`src/hdl/rc_ppm_frame_encoder_macros.svh`:
```
// Assertion macros shared by the PPM frame encoder RTL.
// Needs clk and rst_n in the scope of each use.
`ifndef RC_PPM_FRAME_ENCODER_MACROS_SVH
`define RC_PPM_FRAME_ENCODER_MACROS_SVH

// same-cycle implication
`define RCPPM_ASSERT_IMPL(lbl, ante, cons, msg) \
    lbl: assert property (@(posedge clk) disable iff (!rst_n) (ante) |-> (cons)) \
        else $error(msg);

// next-cycle implication
`define RCPPM_ASSERT_NEXT(lbl, ante, cons, msg) \
    lbl: assert property (@(posedge clk) disable iff (!rst_n) (ante) |=> (cons)) \
        else $error(msg);

`endif

```
`src/hdl/rcppm_pkg.sv`:
```
// Package for the PPM frame encoder: widths, reset values, codes and shared types.
// No dependencies.
package rcppm_pkg;

    localparam int DEF_MAX_CHANNELS = 16;

    localparam int FRAME_W  = 16;
    localparam int CNT_W    = 5;
    localparam int OFF_W    = 10;
    localparam int SEP_W    = 10;
    localparam int SYNC_W   = 13;
    localparam int VAL_IN_W = 16;
    localparam int VALUE_W  = 11;
    localparam int REM_W    = 13;
    localparam int GAP_W    = 13;
    localparam int ADDR_W   = 5;
    localparam int DATA_W   = 32;

    localparam int FRAME_LEN_RST = 22500;
    localparam int CH_COUNT_RST  = 8;
    localparam int OFFSET_RST    = 0;
    localparam int SEP_RST       = 300;
    localparam int SYNC_RST      = 2000;
    localparam int VALUE_MIN     = 1000;
    localparam int VALUE_MAX     = 2000;
    localparam int VALUE_RST     = 1500;

    typedef enum logic [1:0] {
        CMD_TICK  = 2'd0,
        CMD_WRITE = 2'd1,
        CMD_READ  = 2'd2
    } cmd_t;

    typedef enum logic [1:0] {
        SEG_SYNC = 2'd0,
        SEG_GAP  = 2'd1,
        SEG_SEP  = 2'd2,
        SEG_FILL = 2'd3
    } seg_kind_t;

    typedef enum logic [2:0] {
        REG_FRAME_LENGTH  = 3'd0,
        REG_CHANNEL_COUNT = 3'd1,
        REG_PULSE_OFFSET  = 3'd2,
        REG_SEPARATOR     = 3'd3,
        REG_SYNC          = 3'd4
    } reg_idx_t;

    typedef struct packed {
        logic        [FRAME_W-1:0] frame_length_us;
        logic        [CNT_W-1:0]   channel_count;
        logic signed [OFF_W-1:0]   pulse_offset;
        logic        [SEP_W-1:0]   separator_us;
        logic        [SYNC_W-1:0]  sync_us;
    } cfg_t;

    typedef struct packed {
        logic               level;
        logic               frame_start;
        logic [VALUE_W-1:0] read_value;
    } result_t;

endpackage

```
`src/hdl/rcppm_core.sv`:
```
// Frame state and channel tables of the PPM frame encoder; one word per go strobe.
// Depends on rcppm_pkg and rc_ppm_frame_encoder_macros.svh.
`include "rc_ppm_frame_encoder_macros.svh"

module rcppm_core
    import rcppm_pkg::*;
#(
    parameter int MAX_CHANNELS = DEF_MAX_CHANNELS
)
(
    input  logic                clk,
    input  logic                rst_n,
    input  logic                go,
    input  logic [1:0]          cmd,
    input  logic [CNT_W-1:0]    channel_index,
    input  logic [VAL_IN_W-1:0] channel_value,
    input  cfg_t                cfg,
    output result_t             result
);

    localparam int CH_W  = $clog2(MAX_CHANNELS + 1);
    localparam int IDX_W = (MAX_CHANNELS > 1) ? $clog2(MAX_CHANNELS) : 1;
    localparam int CMP_W = (CH_W > CNT_W) ? CH_W : CNT_W;
    localparam logic [IDX_W-1:0] SECOND_IDX = IDX_W'((MAX_CHANNELS > 1) ? 1 : 0);

    typedef struct packed {
        seg_kind_t         kind;
        logic [REM_W-1:0]  rem;
        logic [CH_W-1:0]   chan;
    } seg_t;

    seg_kind_t                            kind_reg, kind_next;
    logic [REM_W-1:0]                     rem_reg, rem_next;
    logic [CH_W-1:0]                      chan_reg, chan_next;
    logic [FRAME_W-1:0]                   pos_reg, pos_next;
    logic [MAX_CHANNELS-1:0][VALUE_W-1:0] pending_reg, pending_next;
    logic [MAX_CHANNELS-1:0][VALUE_W-1:0] active_reg, active_next;

    logic [CH_W-1:0]    used;
    logic               fs;
    seg_t               cur, nxt;
    logic [CH_W-1:0]    chan_plus;
    logic [CH_W-1:0]    addr_b;
    logic [VALUE_W-1:0] val_b;
    logic [FRAME_W:0]   pos_inc;
    logic [FRAME_W-1:0] flen;
    logic               idx_ok;
    logic [IDX_W-1:0]   acc_idx;
    logic [VALUE_W-1:0] wr_value;
    logic [VALUE_W-1:0] rd_value;

    // index into the tables, out-of-range addresses fold to entry 0
    function automatic logic [IDX_W-1:0] to_idx(input logic [CMP_W-1:0] a);
        return (a < CMP_W'(MAX_CHANNELS)) ? a[IDX_W-1:0] : '0;
    endfunction

    // enter the low gap of channel ch (fill past the used count); a non-positive gap falls to the separator
    function automatic seg_t enter_gap(
        input logic [CH_W-1:0]         ch,
        input logic [VALUE_W-1:0]      v,
        input logic [CH_W-1:0]         n_used,
        input logic [SEP_W-1:0]        sep,
        input logic signed [OFF_W-1:0] off
    );
        seg_t                    s;
        logic signed [GAP_W-1:0] g;
        g = GAP_W'(signed'({1'b0, v})) - GAP_W'(signed'({1'b0, sep})) + GAP_W'(off);
        s.chan = ch;
        if (ch >= n_used)
        begin
            s.kind = SEG_FILL;
            s.rem  = '0;
        end
        else if (g > 0)
        begin
            s.kind = SEG_GAP;
            s.rem  = REM_W'(unsigned'(g));
        end
        else
        begin
            s.kind = SEG_SEP;
            s.rem  = REM_W'(sep);
        end
        return s;
    endfunction

    always_comb
    begin
        if (CMP_W'(cfg.channel_count) > CMP_W'(MAX_CHANNELS))
            used = CH_W'(MAX_CHANNELS);
        else
            used = CH_W'(cfg.channel_count);
    end

    // segment in force on this tick (frame start re-enters the sync mark, or the gap of channel 0 when sync_us is zero)
    always_comb
    begin
        fs = (pos_reg == '0);
        if (fs)
        begin
            if (cfg.sync_us != '0)
                cur = '{kind: SEG_SYNC, rem: REM_W'(cfg.sync_us), chan: '0};
            else
                cur = enter_gap('0, pending_reg[0], used, cfg.separator_us,
                                cfg.pulse_offset);
        end
        else
        begin
            cur = '{kind: kind_reg, rem: rem_reg, chan: chan_reg};
        end
    end

    // value of the channel the next gap may need; at frame start the tables
    // are being copied, so read the pending side
    always_comb
    begin
        chan_plus = cur.chan + CH_W'(1);
        addr_b    = (cur.kind == SEG_SYNC) ? cur.chan : chan_plus;
        if (fs)
            val_b = (cur.kind == SEG_SYNC) ? pending_reg[0] : pending_reg[SECOND_IDX];
        else
            val_b = active_reg[to_idx(CMP_W'(addr_b))];
    end

    always_comb
    begin
        nxt = cur;
        if (cur.kind != SEG_FILL)
        begin
            if (cur.rem <= REM_W'(1))
            begin
                case (cur.kind)
                    SEG_SYNC:
                        nxt = enter_gap(cur.chan, val_b, used, cfg.separator_us,
                                        cfg.pulse_offset);
                    SEG_GAP:
                    begin
                        if (cfg.separator_us != '0)
                            nxt = '{kind: SEG_SEP, rem: REM_W'(cfg.separator_us),
                                    chan: cur.chan};
                        else
                            nxt = enter_gap(chan_plus, val_b, used, cfg.separator_us,
                                            cfg.pulse_offset);
                    end
                    SEG_SEP:
                        nxt = enter_gap(chan_plus, val_b, used, cfg.separator_us,
                                        cfg.pulse_offset);
                    default:
                        nxt = cur;
                endcase
            end
            else
            begin
                nxt.rem = cur.rem - REM_W'(1);
            end
        end
    end

    always_comb
    begin
        flen    = (cfg.frame_length_us == '0) ? FRAME_W'(1) : cfg.frame_length_us;
        pos_inc = {1'b0, pos_reg} + (FRAME_W + 1)'(1);
    end

    always_comb
    begin
        idx_ok  = CMP_W'(channel_index) < CMP_W'(used);
        acc_idx = to_idx(CMP_W'(channel_index));
        if (channel_value < VAL_IN_W'(VALUE_MIN))
            wr_value = VALUE_W'(VALUE_MIN);
        else if (channel_value > VAL_IN_W'(VALUE_MAX))
            wr_value = VALUE_W'(VALUE_MAX);
        else
            wr_value = channel_value[VALUE_W-1:0];
        rd_value = idx_ok ? pending_reg[acc_idx] : '0;
    end

    always_comb
    begin
        kind_next    = kind_reg;
        rem_next     = rem_reg;
        chan_next    = chan_reg;
        pos_next     = pos_reg;
        pending_next = pending_reg;
        active_next  = active_reg;
        result       = '0;
        case (cmd_t'(cmd))
            CMD_TICK:
            begin
                result.level       = (cur.kind == SEG_SYNC) || (cur.kind == SEG_SEP);
                result.frame_start = fs;
                if (go)
                begin
                    kind_next = nxt.kind;
                    rem_next  = nxt.rem;
                    chan_next = nxt.chan;
                    pos_next  = (pos_inc >= {1'b0, flen}) ? '0 : pos_inc[FRAME_W-1:0];
                    if (fs)
                        active_next = pending_reg;
                end
            end
            CMD_WRITE:
            begin
                if (go && idx_ok)
                    pending_next[acc_idx] = wr_value;
            end
            CMD_READ:
            begin
                result.read_value = rd_value;
            end
            default:
            begin
                result = '0;
            end
        endcase
    end

    always_ff @(posedge clk or negedge rst_n)
    begin
        if (!rst_n)
        begin
            kind_reg <= SEG_SYNC;
            rem_reg  <= '0;
            chan_reg <= '0;
            pos_reg  <= '0;
            for (int i = 0; i < MAX_CHANNELS; i++)
            begin
                pending_reg[i] <= VALUE_W'(VALUE_RST);
                active_reg[i]  <= VALUE_W'(VALUE_RST);
            end
        end
        else
        begin
            kind_reg    <= kind_next;
            rem_reg     <= rem_next;
            chan_reg    <= chan_next;
            pos_reg     <= pos_next;
            pending_reg <= pending_next;
            active_reg  <= active_next;
        end
    end

    `RCPPM_ASSERT_IMPL(a_seg_live, (pos_reg != '0) && (kind_reg != SEG_FILL), rem_reg != '0, "live segment with zero length")
    `RCPPM_ASSERT_NEXT(a_frame_copy, go && (cmd == CMD_TICK) && (pos_reg == '0), active_reg == $past(pending_reg), "active table not loaded at frame start")
    `RCPPM_ASSERT_NEXT(a_pos_hold, go && (cmd != CMD_TICK), $stable(pos_reg), "frame position moved on a non-tick word")
    `RCPPM_ASSERT_IMPL(a_pend_range, 1'b1, (pending_reg[0] >= VALUE_W'(VALUE_MIN)) && (pending_reg[0] <= VALUE_W'(VALUE_MAX)), "pending value out of range")

endmodule

```
`src/hdl/rc_ppm_frame_encoder.sv`:
```
// Top level of the PPM frame encoder: APB register file, input and result registers.
// Depends on rcppm_pkg, rcppm_core and rc_ppm_frame_encoder_macros.svh.
//
//   channel   handshake                 payload
//   -------   -----------------------   --------------------------------------
//   in        in_valid / in_ready       cmd, channel_index, channel_value
//   out       out_valid / out_ready     level, frame_start, read_value
//   apb       psel, penable, pready     paddr, pwrite, pwdata, prdata
//
// One word per cycle sustained while out_ready stays high; a word taken waits in the input
// register, then moves to the result register, from which it leaves.
// The rate is set by the segment update in rcppm_core, which is combinational.
// Reset loads the register defaults and 1500 into every channel slot; the frame starts
// on the first tick. A stalled output holds its word and the input register keeps one more.
`include "rc_ppm_frame_encoder_macros.svh"

module rc_ppm_frame_encoder
    import rcppm_pkg::*;
#(
    parameter int MAX_CHANNELS = DEF_MAX_CHANNELS
)
(
    input  logic                clk,
    input  logic                rst_n,
    input  logic                psel,
    input  logic                penable,
    input  logic                pwrite,
    input  logic [ADDR_W-1:0]   paddr,
    input  logic [DATA_W-1:0]   pwdata,
    output logic [DATA_W-1:0]   prdata,
    output logic                pready,
    input  logic                in_valid,
    output logic                in_ready,
    input  logic [1:0]          cmd,
    input  logic [CNT_W-1:0]    channel_index,
    input  logic [VAL_IN_W-1:0] channel_value,
    output logic                out_valid,
    input  logic                out_ready,
    output logic                level,
    output logic                frame_start,
    output logic [VALUE_W-1:0]  read_value
);

    cfg_t                cfg_reg, cfg_next;
    logic                s1_valid_reg, s1_valid_next;
    logic [1:0]          s1_cmd_reg;
    logic [CNT_W-1:0]    s1_idx_reg;
    logic [VAL_IN_W-1:0] s1_val_reg;
    logic                out_valid_reg, out_valid_next;
    result_t             out_reg;
    result_t             core_result;
    logic                advance;
    logic                in_take;
    logic                cfg_wr;
    reg_idx_t            reg_sel;

    assign pready  = 1'b1;
    assign reg_sel = reg_idx_t'(paddr[ADDR_W-1:2]);
    assign cfg_wr  = psel && penable && pwrite && pready;

    always_comb
    begin
        cfg_next = cfg_reg;
        if (cfg_wr)
        begin
            case (reg_sel)
                REG_FRAME_LENGTH:  cfg_next.frame_length_us = pwdata[FRAME_W-1:0];
                REG_CHANNEL_COUNT: cfg_next.channel_count   = pwdata[CNT_W-1:0];
                REG_PULSE_OFFSET:  cfg_next.pulse_offset    = signed'(pwdata[OFF_W-1:0]);
                REG_SEPARATOR:     cfg_next.separator_us    = pwdata[SEP_W-1:0];
                REG_SYNC:          cfg_next.sync_us         = pwdata[SYNC_W-1:0];
                default:           cfg_next = cfg_reg;
            endcase
        end
    end

    always_comb
    begin
        case (reg_sel)
            REG_FRAME_LENGTH:  prdata = DATA_W'(cfg_reg.frame_length_us);
            REG_CHANNEL_COUNT: prdata = DATA_W'(cfg_reg.channel_count);
            REG_PULSE_OFFSET:  prdata = DATA_W'(unsigned'(cfg_reg.pulse_offset));
            REG_SEPARATOR:     prdata = DATA_W'(cfg_reg.separator_us);
            REG_SYNC:          prdata = DATA_W'(cfg_reg.sync_us);
            default:           prdata = '0;
        endcase
    end

    // input register moves on when the result register is free or being drained
    assign advance  = s1_valid_reg && (!out_valid_reg || out_ready);
    assign in_ready = !s1_valid_reg || advance;
    assign in_take  = in_valid && in_ready;

    always_comb
    begin
        if (in_take)
            s1_valid_next = 1'b1;
        else if (advance)
            s1_valid_next = 1'b0;
        else
            s1_valid_next = s1_valid_reg;

        if (advance)
            out_valid_next = 1'b1;
        else if (out_ready)
            out_valid_next = 1'b0;
        else
            out_valid_next = out_valid_reg;
    end

    always_ff @(posedge clk or negedge rst_n)
    begin
        if (!rst_n)
        begin
            cfg_reg.frame_length_us <= FRAME_W'(FRAME_LEN_RST);
            cfg_reg.channel_count   <= CNT_W'(CH_COUNT_RST);
            cfg_reg.pulse_offset    <= OFF_W'(OFFSET_RST);
            cfg_reg.separator_us    <= SEP_W'(SEP_RST);
            cfg_reg.sync_us         <= SYNC_W'(SYNC_RST);
            s1_valid_reg            <= 1'b0;
            out_valid_reg           <= 1'b0;
        end
        else
        begin
            cfg_reg       <= cfg_next;
            s1_valid_reg  <= s1_valid_next;
            out_valid_reg <= out_valid_next;
        end
    end

    always_ff @(posedge clk)
    begin
        if (in_take)
        begin
            s1_cmd_reg <= cmd;
            s1_idx_reg <= channel_index;
            s1_val_reg <= channel_value;
        end
        if (advance)
            out_reg <= core_result;
    end

    rcppm_core #(
        .MAX_CHANNELS (MAX_CHANNELS)
    ) u_core (
        .clk           (clk),
        .rst_n         (rst_n),
        .go            (advance),
        .cmd           (s1_cmd_reg),
        .channel_index (s1_idx_reg),
        .channel_value (s1_val_reg),
        .cfg           (cfg_reg),
        .result        (core_result)
    );

    assign out_valid   = out_valid_reg;
    assign level       = out_reg.level;
    assign frame_start = out_reg.frame_start;
    assign read_value  = out_reg.read_value;

    `RCPPM_ASSERT_IMPL(a_stall_full, !in_ready, s1_valid_reg && out_valid_reg && !out_ready, "input blocked with room in the pipe")
    `RCPPM_ASSERT_NEXT(a_adv_loads, advance, out_valid_reg && !s1_valid_reg || out_valid_reg && $past(in_take), "word lost between registers")
    `RCPPM_ASSERT_NEXT(a_take_holds, in_take, s1_valid_reg, "accepted word not held")

endmodule
```
`config.mk`:
```
export PLATFORM = sky130hd
export DESIGN_NAME = rc_ppm_frame_encoder
export DESIGN_NICKNAME = d
export VERILOG_FILES = /design/src/hdl/rcppm_pkg.sv /design/src/hdl/rcppm_core.sv /design/src/hdl/rc_ppm_frame_encoder.sv
export VERILOG_INCLUDE_DIRS = /design/src /design/src/hdl
export SDC_FILE = /design/constraint.sdc
export NUM_CORES = 1
export LEC_CHECK = 0
export ABC_CLOCK_PERIOD_IN_PS = 8300
export BUFFER_PORTS_ARGS = -buffer_cell sky130_fd_sc_hd__buf_4
export CORE_MARGIN = 3
export CORE_UTILIZATION = 56
export CTS_BUF_LIST = sky130_fd_sc_hd__clkbuf_16
export DETAILED_ROUTE_END_ITERATION = 10
export PLACE_DENSITY = 0.76
export SLEW_MARGIN = 20
export SYNTH_ARGS = -nofsm -noshare
export SYNTH_HDL_FRONTEND = slang
export SYNTH_HIERARCHICAL = 1
export SYNTH_SLANG_ARGS = --single-unit
```
`constraint.sdc`:
```
create_clock -name clk -period 8.3 [get_ports clk]
set_input_delay 0.415 -clock clk [delete_from_list [all_inputs] [get_ports clk]]
set_output_delay 0.415 -clock clk [all_outputs]
set_load 0.1 [all_outputs]
```
Yosys cells after proc, flatten, opt, wreduce, memory -nomap -nowiden
Index checks and enable logic that the tools add are counted.
{"block": "totals", "register_bits": 480, "in_bits": 67, "out_inout_bits": 48, "wordCells": 145}
{"block": "op_classes", "addsub": 7, "magnitude_cmp": 16, "n_eq_ne": 9, "mux": 35, "n_reduce_logical": 29}
{"op": "176-bit bitwise mux", "n": 1}
{"op": "11-bit binary-select mux with 4-bit select", "n": 2}
{"op": "20-bit two-way mux", "n": 4}
{"op": "16-bit one-hot mux with 5 select lines", "n": 1}
{"op": "11-bit two-way mux", "n": 7}
{"op": "15-bit two-way mux", "n": 5}
{"op": "20-bit one-hot mux with 3 select lines", "n": 1}
{"op": "11-bit demux with 4-bit select", "n": 1}
{"op": "16-bit logical NOT", "n": 2}
{"op": "16-bit two-way mux", "n": 2}
{"op": "12-bit by 10-bit adder with 13-bit output", "n": 2}
{"op": "13-bit by 1-bit > comparator with 1-bit output (second input constant)", "n": 2}
{"op": "11-bit by 10-bit subtractor with 12-bit output", "n": 2}
{"op": "16-bit by 1-bit adder with 17-bit output (second input constant)", "n": 1}
{"op": "17-bit by 16-bit >= comparator with 1-bit output", "n": 1}
{"op": "16-bit by 11-bit > comparator with 1-bit output (second input constant)", "n": 1}
{"op": "16-bit by 10-bit less-than comparator with 1-bit output (second input constant)", "n": 1}
{"op": "2-bit AND reduction", "n": 8}
{"op": "5-bit two-way mux", "n": 3}
{"op": "13-bit by 1-bit <= comparator with 1-bit output (second input constant)", "n": 1}
{"op": "13-bit two-way mux", "n": 1}
{"op": "13-bit nonzero test", "n": 1}
{"op": "13-bit by 1-bit subtractor with 13-bit output (second input constant)", "n": 1}
{"op": "5-bit >= comparator", "n": 2}
{"op": "other kinds (24)", "n": 43}

Longest topological paths before layout
{"block": "depth", "ltp_word": 23, "depth_mapped": 44, "depth_no_buf": 40}

Cells and area by module
Netlist, hierarchy kept.
{"mod": "rcppm_core", "n_inst": 1, "cells_each": 2679, "area_each_um2": 21997.3, "seq_area_each_um2": 9989.6}
{"mod": "rc_ppm_frame_encoder", "n_inst": 1, "cells_each": 247, "area_each_um2": 3890.0, "seq_area_each_um2": 2507.4}

Worst setup path before layout
Ideal clock, no wire load.
{"block": "synth_path", "path_type": "reg-to-reg", "from": "reg u_core.pos_reg[0]", "to": "reg u_core.rem_reg[1]", "setup_time_ps": 77, "arrival_time_ps": 7758, "t_required_ps": 8223, "slack_ps": 465, "path_stages_with_launch": 42, "n_path_buf": 6, "synth_period_minus_slack_ps": 7835, "path_cell_list": "dfrtp_1 -> inv_1 -> ha_1 -> and4b_1 -> nand2_2 -> clkbuf_1 -> clkbuf_1 -> nand2_1 -> inv_1 -> ha_1 -> o311ai_0 -> xnor2_1 -> or2_2 -> clkbuf_1 -> clkbuf_1 -> buf_2 -> o21ai_0 -> mux4_2 -> [... 6 more ...] -> a21o_1 -> a21o_1 -> a21o_1 -> a21o_1 -> a21o_1 -> a21oi_1 -> xnor2_1 -> ha_1 -> nand3_1 -> nand2_1 -> a41oi_1 -> a21boi_0 -> a31oi_1 -> nor2b_1 -> buf_1 -> a22oi_1 -> mux2_2 -> o21ai_1"}
{"block": "synth_via", "elab_chain_cells": 18, "elab_cells_between_ends": 28, "classes_between": "add/sub: 4; order compare: 5; eq/ne: 3; mux: 14; reduce/logical: 2"}
{"item": "start: declaration", "line": "rcppm_core.sv:35", "source": "logic [FRAME_W-1:0] pos_reg, pos_next;"}
{"item": "start signal: assignment", "line": "rcppm_core.sv:237", "source": "pos_reg <= pos_next;"}
{"item": "16-bit logical NOT *", "line": "rcppm_core.sv:98", "source": "fs = (pos_reg == '0);"}
{"item": "20-bit two-way mux", "line": "rcppm_core.sv:99", "source": "if (fs)"}
{"item": "5-bit by 1-bit adder with 5-bit output / 2-bit logical NOT (equally long branches)"}
{"item": "5-bit two-way mux", "line": "rcppm_core.sv:118", "source": "addr_b = (cur.kind == SEG_SYNC) ? cur.chan : chan_plus;"}
{"item": "5-bit less-than comparator", "line": "rcppm_core.sv:54", "source": "return (a < CMP_W'(MAX_CHANNELS)) ? a[IDX_W-1:0] : '0;"}
{"item": "4-bit two-way mux", "line": "rcppm_core.sv:54"}
{"item": "11-bit binary-select mux with 4-bit select", "line": "rcppm_core.sv:122", "source": "val_b = active_reg[to_idx(CMP_W'(addr_b))];"}
{"item": "11-bit two-way mux (not written as such)", "line": "rcppm_core.sv:122"}
{"item": "[... 2 more ...]"}
{"item": "12-bit by 10-bit adder with 13-bit output", "line": "rcppm_core.sv:67", "source": "g = GAP_W'(signed'({1'b0, v})) - GAP_W'(signed'({1'b0, sep})) + GAP_W'(off);"}
{"item": "13-bit by 1-bit > comparator with 1-bit output", "line": "rcppm_core.sv:74", "source": "else if (g > 0)"}
{"item": "15-bit two-way mux", "line": "rcppm_core.sv:74"}
{"item": "15-bit two-way mux", "line": "rcppm_core.sv:69", "source": "if (ch >= n_used)"}
{"item": "20-bit two-way mux", "line": "rcppm_core.sv:138", "source": "if (cfg.separator_us != '0)"}
{"item": "20-bit one-hot mux with 3 select lines", "line": "rcppm_core.sv:132", "source": "case (cur.kind)"}
{"item": "13-bit two-way mux", "line": "rcppm_core.sv:130", "source": "if (cur.rem <= REM_W'(1))"}
{"item": "20-bit two-way mux *", "line": "rcppm_core.sv:128", "source": "if (cur.kind != SEG_FILL)"}
{"item": "end signal: assignment", "line": "rcppm_core.sv:235", "source": "rem_reg <= rem_next;"}
{"item": "end: declaration", "line": "rcppm_core.sv:33", "source": "logic [REM_W-1:0] rem_reg, rem_next;"}
Every way passes the cells marked *; elsewhere a longest branch is shown, timed or not. The select of a mux whose other input is x is not followed.
A chain may end at the register's enable or synchronous reset.

Final worst setup path
{"block": "layout_path", "from": "reg u_core.pos_reg[5]", "to": "reg u_core.rem_reg[0]"}
Same word-level chain as after synthesis.

==> results <==
- For this design the ratio of total power to cell area is around 360 mW/mm^2.
- Clock tree synthesis inserted a total of 50 buffers.
- During placement, the flow inserted port buffers numbering 79.
- In this run the clock root is driven by a clkbuf_16.
- Setup violations remaining at the end of the flow were counted as 0.
- For this run, the number of Yosys warnings is 6.
- After detailed routing, the number of vias per cell comes to approximately 6.2.
- The average footprint of a synthesized cell is 8.85 sq um.
- 0 antenna diodes ended up in the layout.
- The commonest cells after synthesis are nand2_1 (902), o21ai_0 (281), dfstp_2 (244).
- The first global-routing pass estimated 122000 um of wire.
- The number of global-route vias before repair is around 22000.
- The leftover overflow at the end of global routing is 0.
- The critical path is of the flip-flop to flip-flop type.
- The worst slew margin relative to its limit is 20.2%.
- For this configuration, the core starts out at a cell density of around 57%.
- Before CTS, the worst setup slack after placement is 0.133 ns.
- The required time of the critical path is 8.77 ns.
- Summing over every cut layer, the via total after detailed routing is 22500.
- The number of nets in the layout is slightly above 3000.
- The post-route netlist has between 15 and 20% of its cells at a drive strength greater than 1.
- From bottom edge to top edge, the die measures around 220 um.
- The proportion of netlist area held by the largest area contributor is 24.8%.
- The share of the cycle needed by the critical path after routing is between 90% and 100%.
- The register bit total from synthesis is 480.
- The maximum clock frequency is roughly 0.13 GHz.
- The final worst-path setup slack is 0.372 ns.
- The cell accounting for the most synthesized area is dfstp_2.
- The number of max-capacitance violations reported is 0.
- The H-tree was split into 2 levels.
- The post-route minimum period is between 7 and 8 ns.
- STA classifies the critical path startpoint as a flip-flop.
- The congestion estimate from routability-driven global placement came to around 1.
- The clock tree from TritonCTS is yes.
- In this run the deepest clock path goes through 3 buffers.
- The proportion of synthesized chip area in sequential cells is 48.3%.
- The delay of the slowest cell on the worst path is 0.50 ns.
- The leakage power is 12.7 nW.
- The overall routed net length is 78700 um.
- The area growth from synthesis to layout is 11.6%.
- The tightest hold path in the finished design has a slack of 0.0432 ns.
- In this run the worst hold path is classified as primary input to flip-flop.
- The most instantiated flip-flop cell in the synthesis netlist is dfstp_2.
- The initial antenna violation count is 0.
- The post-synthesis instance area is approximately 0.026 sq mm.
- The core outline area is 0.0455 sq mm.
- The CTS sink count is 480.
- The largest net degree at the start of global routing is 171.
- The post-detailed-route wirelength per cell is roughly 22 um.
- The die is roughly 220 um wide.
- The final HPWL from detailed placement is 52500 um.
- Counting the fill cells in the layout gives 3778.
- The overall global routing resource usage is 31.3%.
- The transition time at the pin with the least slew margin is 1.19 ns.
- The residual DRC count is 0.
- Data arrives at the worst endpoint at between 8 and 9 ns.
- The count of different cell masters after synthesis is 86.
- Clock-pin slew was measured on the worst setup and hold paths at approximately 0.06 ns.
- In this run the worst path has a maximum fanout of 9.
- The clock latency reported for the late side of the worst-skew pair is 0.62 ns.
- The maximum vdd drop is 0.000316 V.
- The area of the die is 0.0488 sq mm.
- Yosys attributes the largest share of cell area to dfstp_2 (25%), dfrtp_1 (19%), nand2_1 (13%).
- The detailed router finished its first iteration with 2268 violations.
- The length of the first detailed-routing pass in iterations is 5.
- For this design, the slowest cell found on the critical path is mux4_2.
- The worst clock skew is 0.0424 ns.
- The flow ran to the end, and the final reports show no timing, DRC or antenna violations.
- The overall power is 10.3 mW.
- The count of nets left with antenna violations once routing finished came out at 0.
- The async set-or-reset flop fraction in the synthesized netlist is 92.5%.
- The count of endpoints failing hold in the final timing report is 0.
- The number of pins exceeding their max-slew limit in the final report is 0.
- The cell that appears most often on the critical path is a21o_1.
- The cell count after synthesis is between 2000 and 3000.
- Pin placement for this block handled 115 I/O pins.
- The count of flip-flops with a built-in enable after synthesis is 36.
- The most numerous cell in the Yosys netlist is nand2_1.
- The category of the worst setup path capture point is a flip-flop.
- The floorplan has 78 rows.
## stage by stage
stage / util (%) / setup TNS [ns] / instance area [sq um] / instances
after floorplan: - / 0 / 25900 / 2941
after global placement: 59.2 / 0 / 26900 / 3481
after detailed placement: 59.2 / 0 / 26900 / 3481
after CTS: 63.1 / 0 / 28700 / 3599
final: 63.5 / 0 / 28900 / 3606
after global routing: 63.5 / -0.182 / 28900 / 3606
## cell families after synthesis
logic type,share of synthesized area [%]
AND/OR/NAND/NOR,21.4
AO/OA/AOI/OAI,16.4
flip-flops,48.3
buffers and inverters,4.35
multiplexers,3.75
adder cells (fa/ha/maj),4.18
XOR/XNOR,1.62
other,0.0290
## power by group
group          switching, mW  total (mW)  internal, mW
registers              0.261        2.98          2.72
logic                   3.27        5.22          1.95
clock network          0.947        2.08          1.13
## timing repair
item | in CTS | in global routing
setup buffers | 0 | 7
gates resized for setup | 0 | 28
setup endpoints to repair | 0 | 14
hold endpoints to repair | 60 | 0
hold buffers | 25 | 0
## final cells by class
type	instances	area, sq um	share of cell area (%)
Multi-Input combinational cell	2198	12500	43.3
Timing Repair Buffer	165	1350	4.67
Inverter	70	267	0.922
Sequential cell	480	12500	43.2
Tap cell	600	751	2.60
Clock inverter	43	268	0.926
Clock buffer	50	1250	4.33
## path summary, 6_finish.rpt
path | startpoint | endpoint | slack [ns] | cells after the start
max | u_core/pos_reg[5] | u_core/rem_reg[0] | 0.37 | 33
min | pwdata[15] | cfg_reg[53] | 0.04 | 2
max reg2reg | u_core/pos_reg[5] | u_core/rem_reg[0] | 0.37 | 33
min reg2reg | u_core/active_reg[173] | u_core/active_reg[173] | 0.45 | 2
max in group asynchronous | rst_n | u_core/active_reg[34] | 5.86 | 4
min in group asynchronous | rst_n | cfg_reg[53] | 0.36 | 2
## critical path, delay by kind of cell (launching register included)
kind / cells / cell delay (ns)
flops: 1 / 0.44
simple gates: 6 / 1.17
fa+ha+maj: 4 / 1.08
compound gates: 16 / 3.46
buf+inv: 4 / 0.75
mux: 1 / 0.50
xor+xnor: 2 / 0.39
## layout by cell type, fill, tap and decap left out, types with 28 or more instances in the layout
cell | Yosys | routed
ha_1 | 80 | 80
buf_4 | 19 | 135
o21ai_0 | 281 | 276
a221oi_1 | 46 | 43
nor3_1 | 51 | 49
nand4_1 | 30 | 30
dfstp_2 | 244 | 244
a21oi_1 | 77 | 75
dfrtp_1 | 200 | 200
clkbuf_16 | 0 | 50
xnor2_1 | 28 | 28
and3_1 | 33 | 33
edfxtp_1 | 36 | 36
nand2_1 | 902 | 901
nor2_1 | 109 | 105
o22ai_1 | 95 | 94
mux2_2 | 51 | 51
inv_1 | 69 | 91
## metal layers
layer  global-route usage [%]  up-vias  part of all wire (%)
li1                         -    10200                     -
met2                     51.6     1103                    47
met1                     41.3    10900                    40
met5                        0        -                     0
met4                     13.7        0                   4.2
met3                     4.83      198                   8.4
Note: power is estimated with default switching activity, not from simulation.
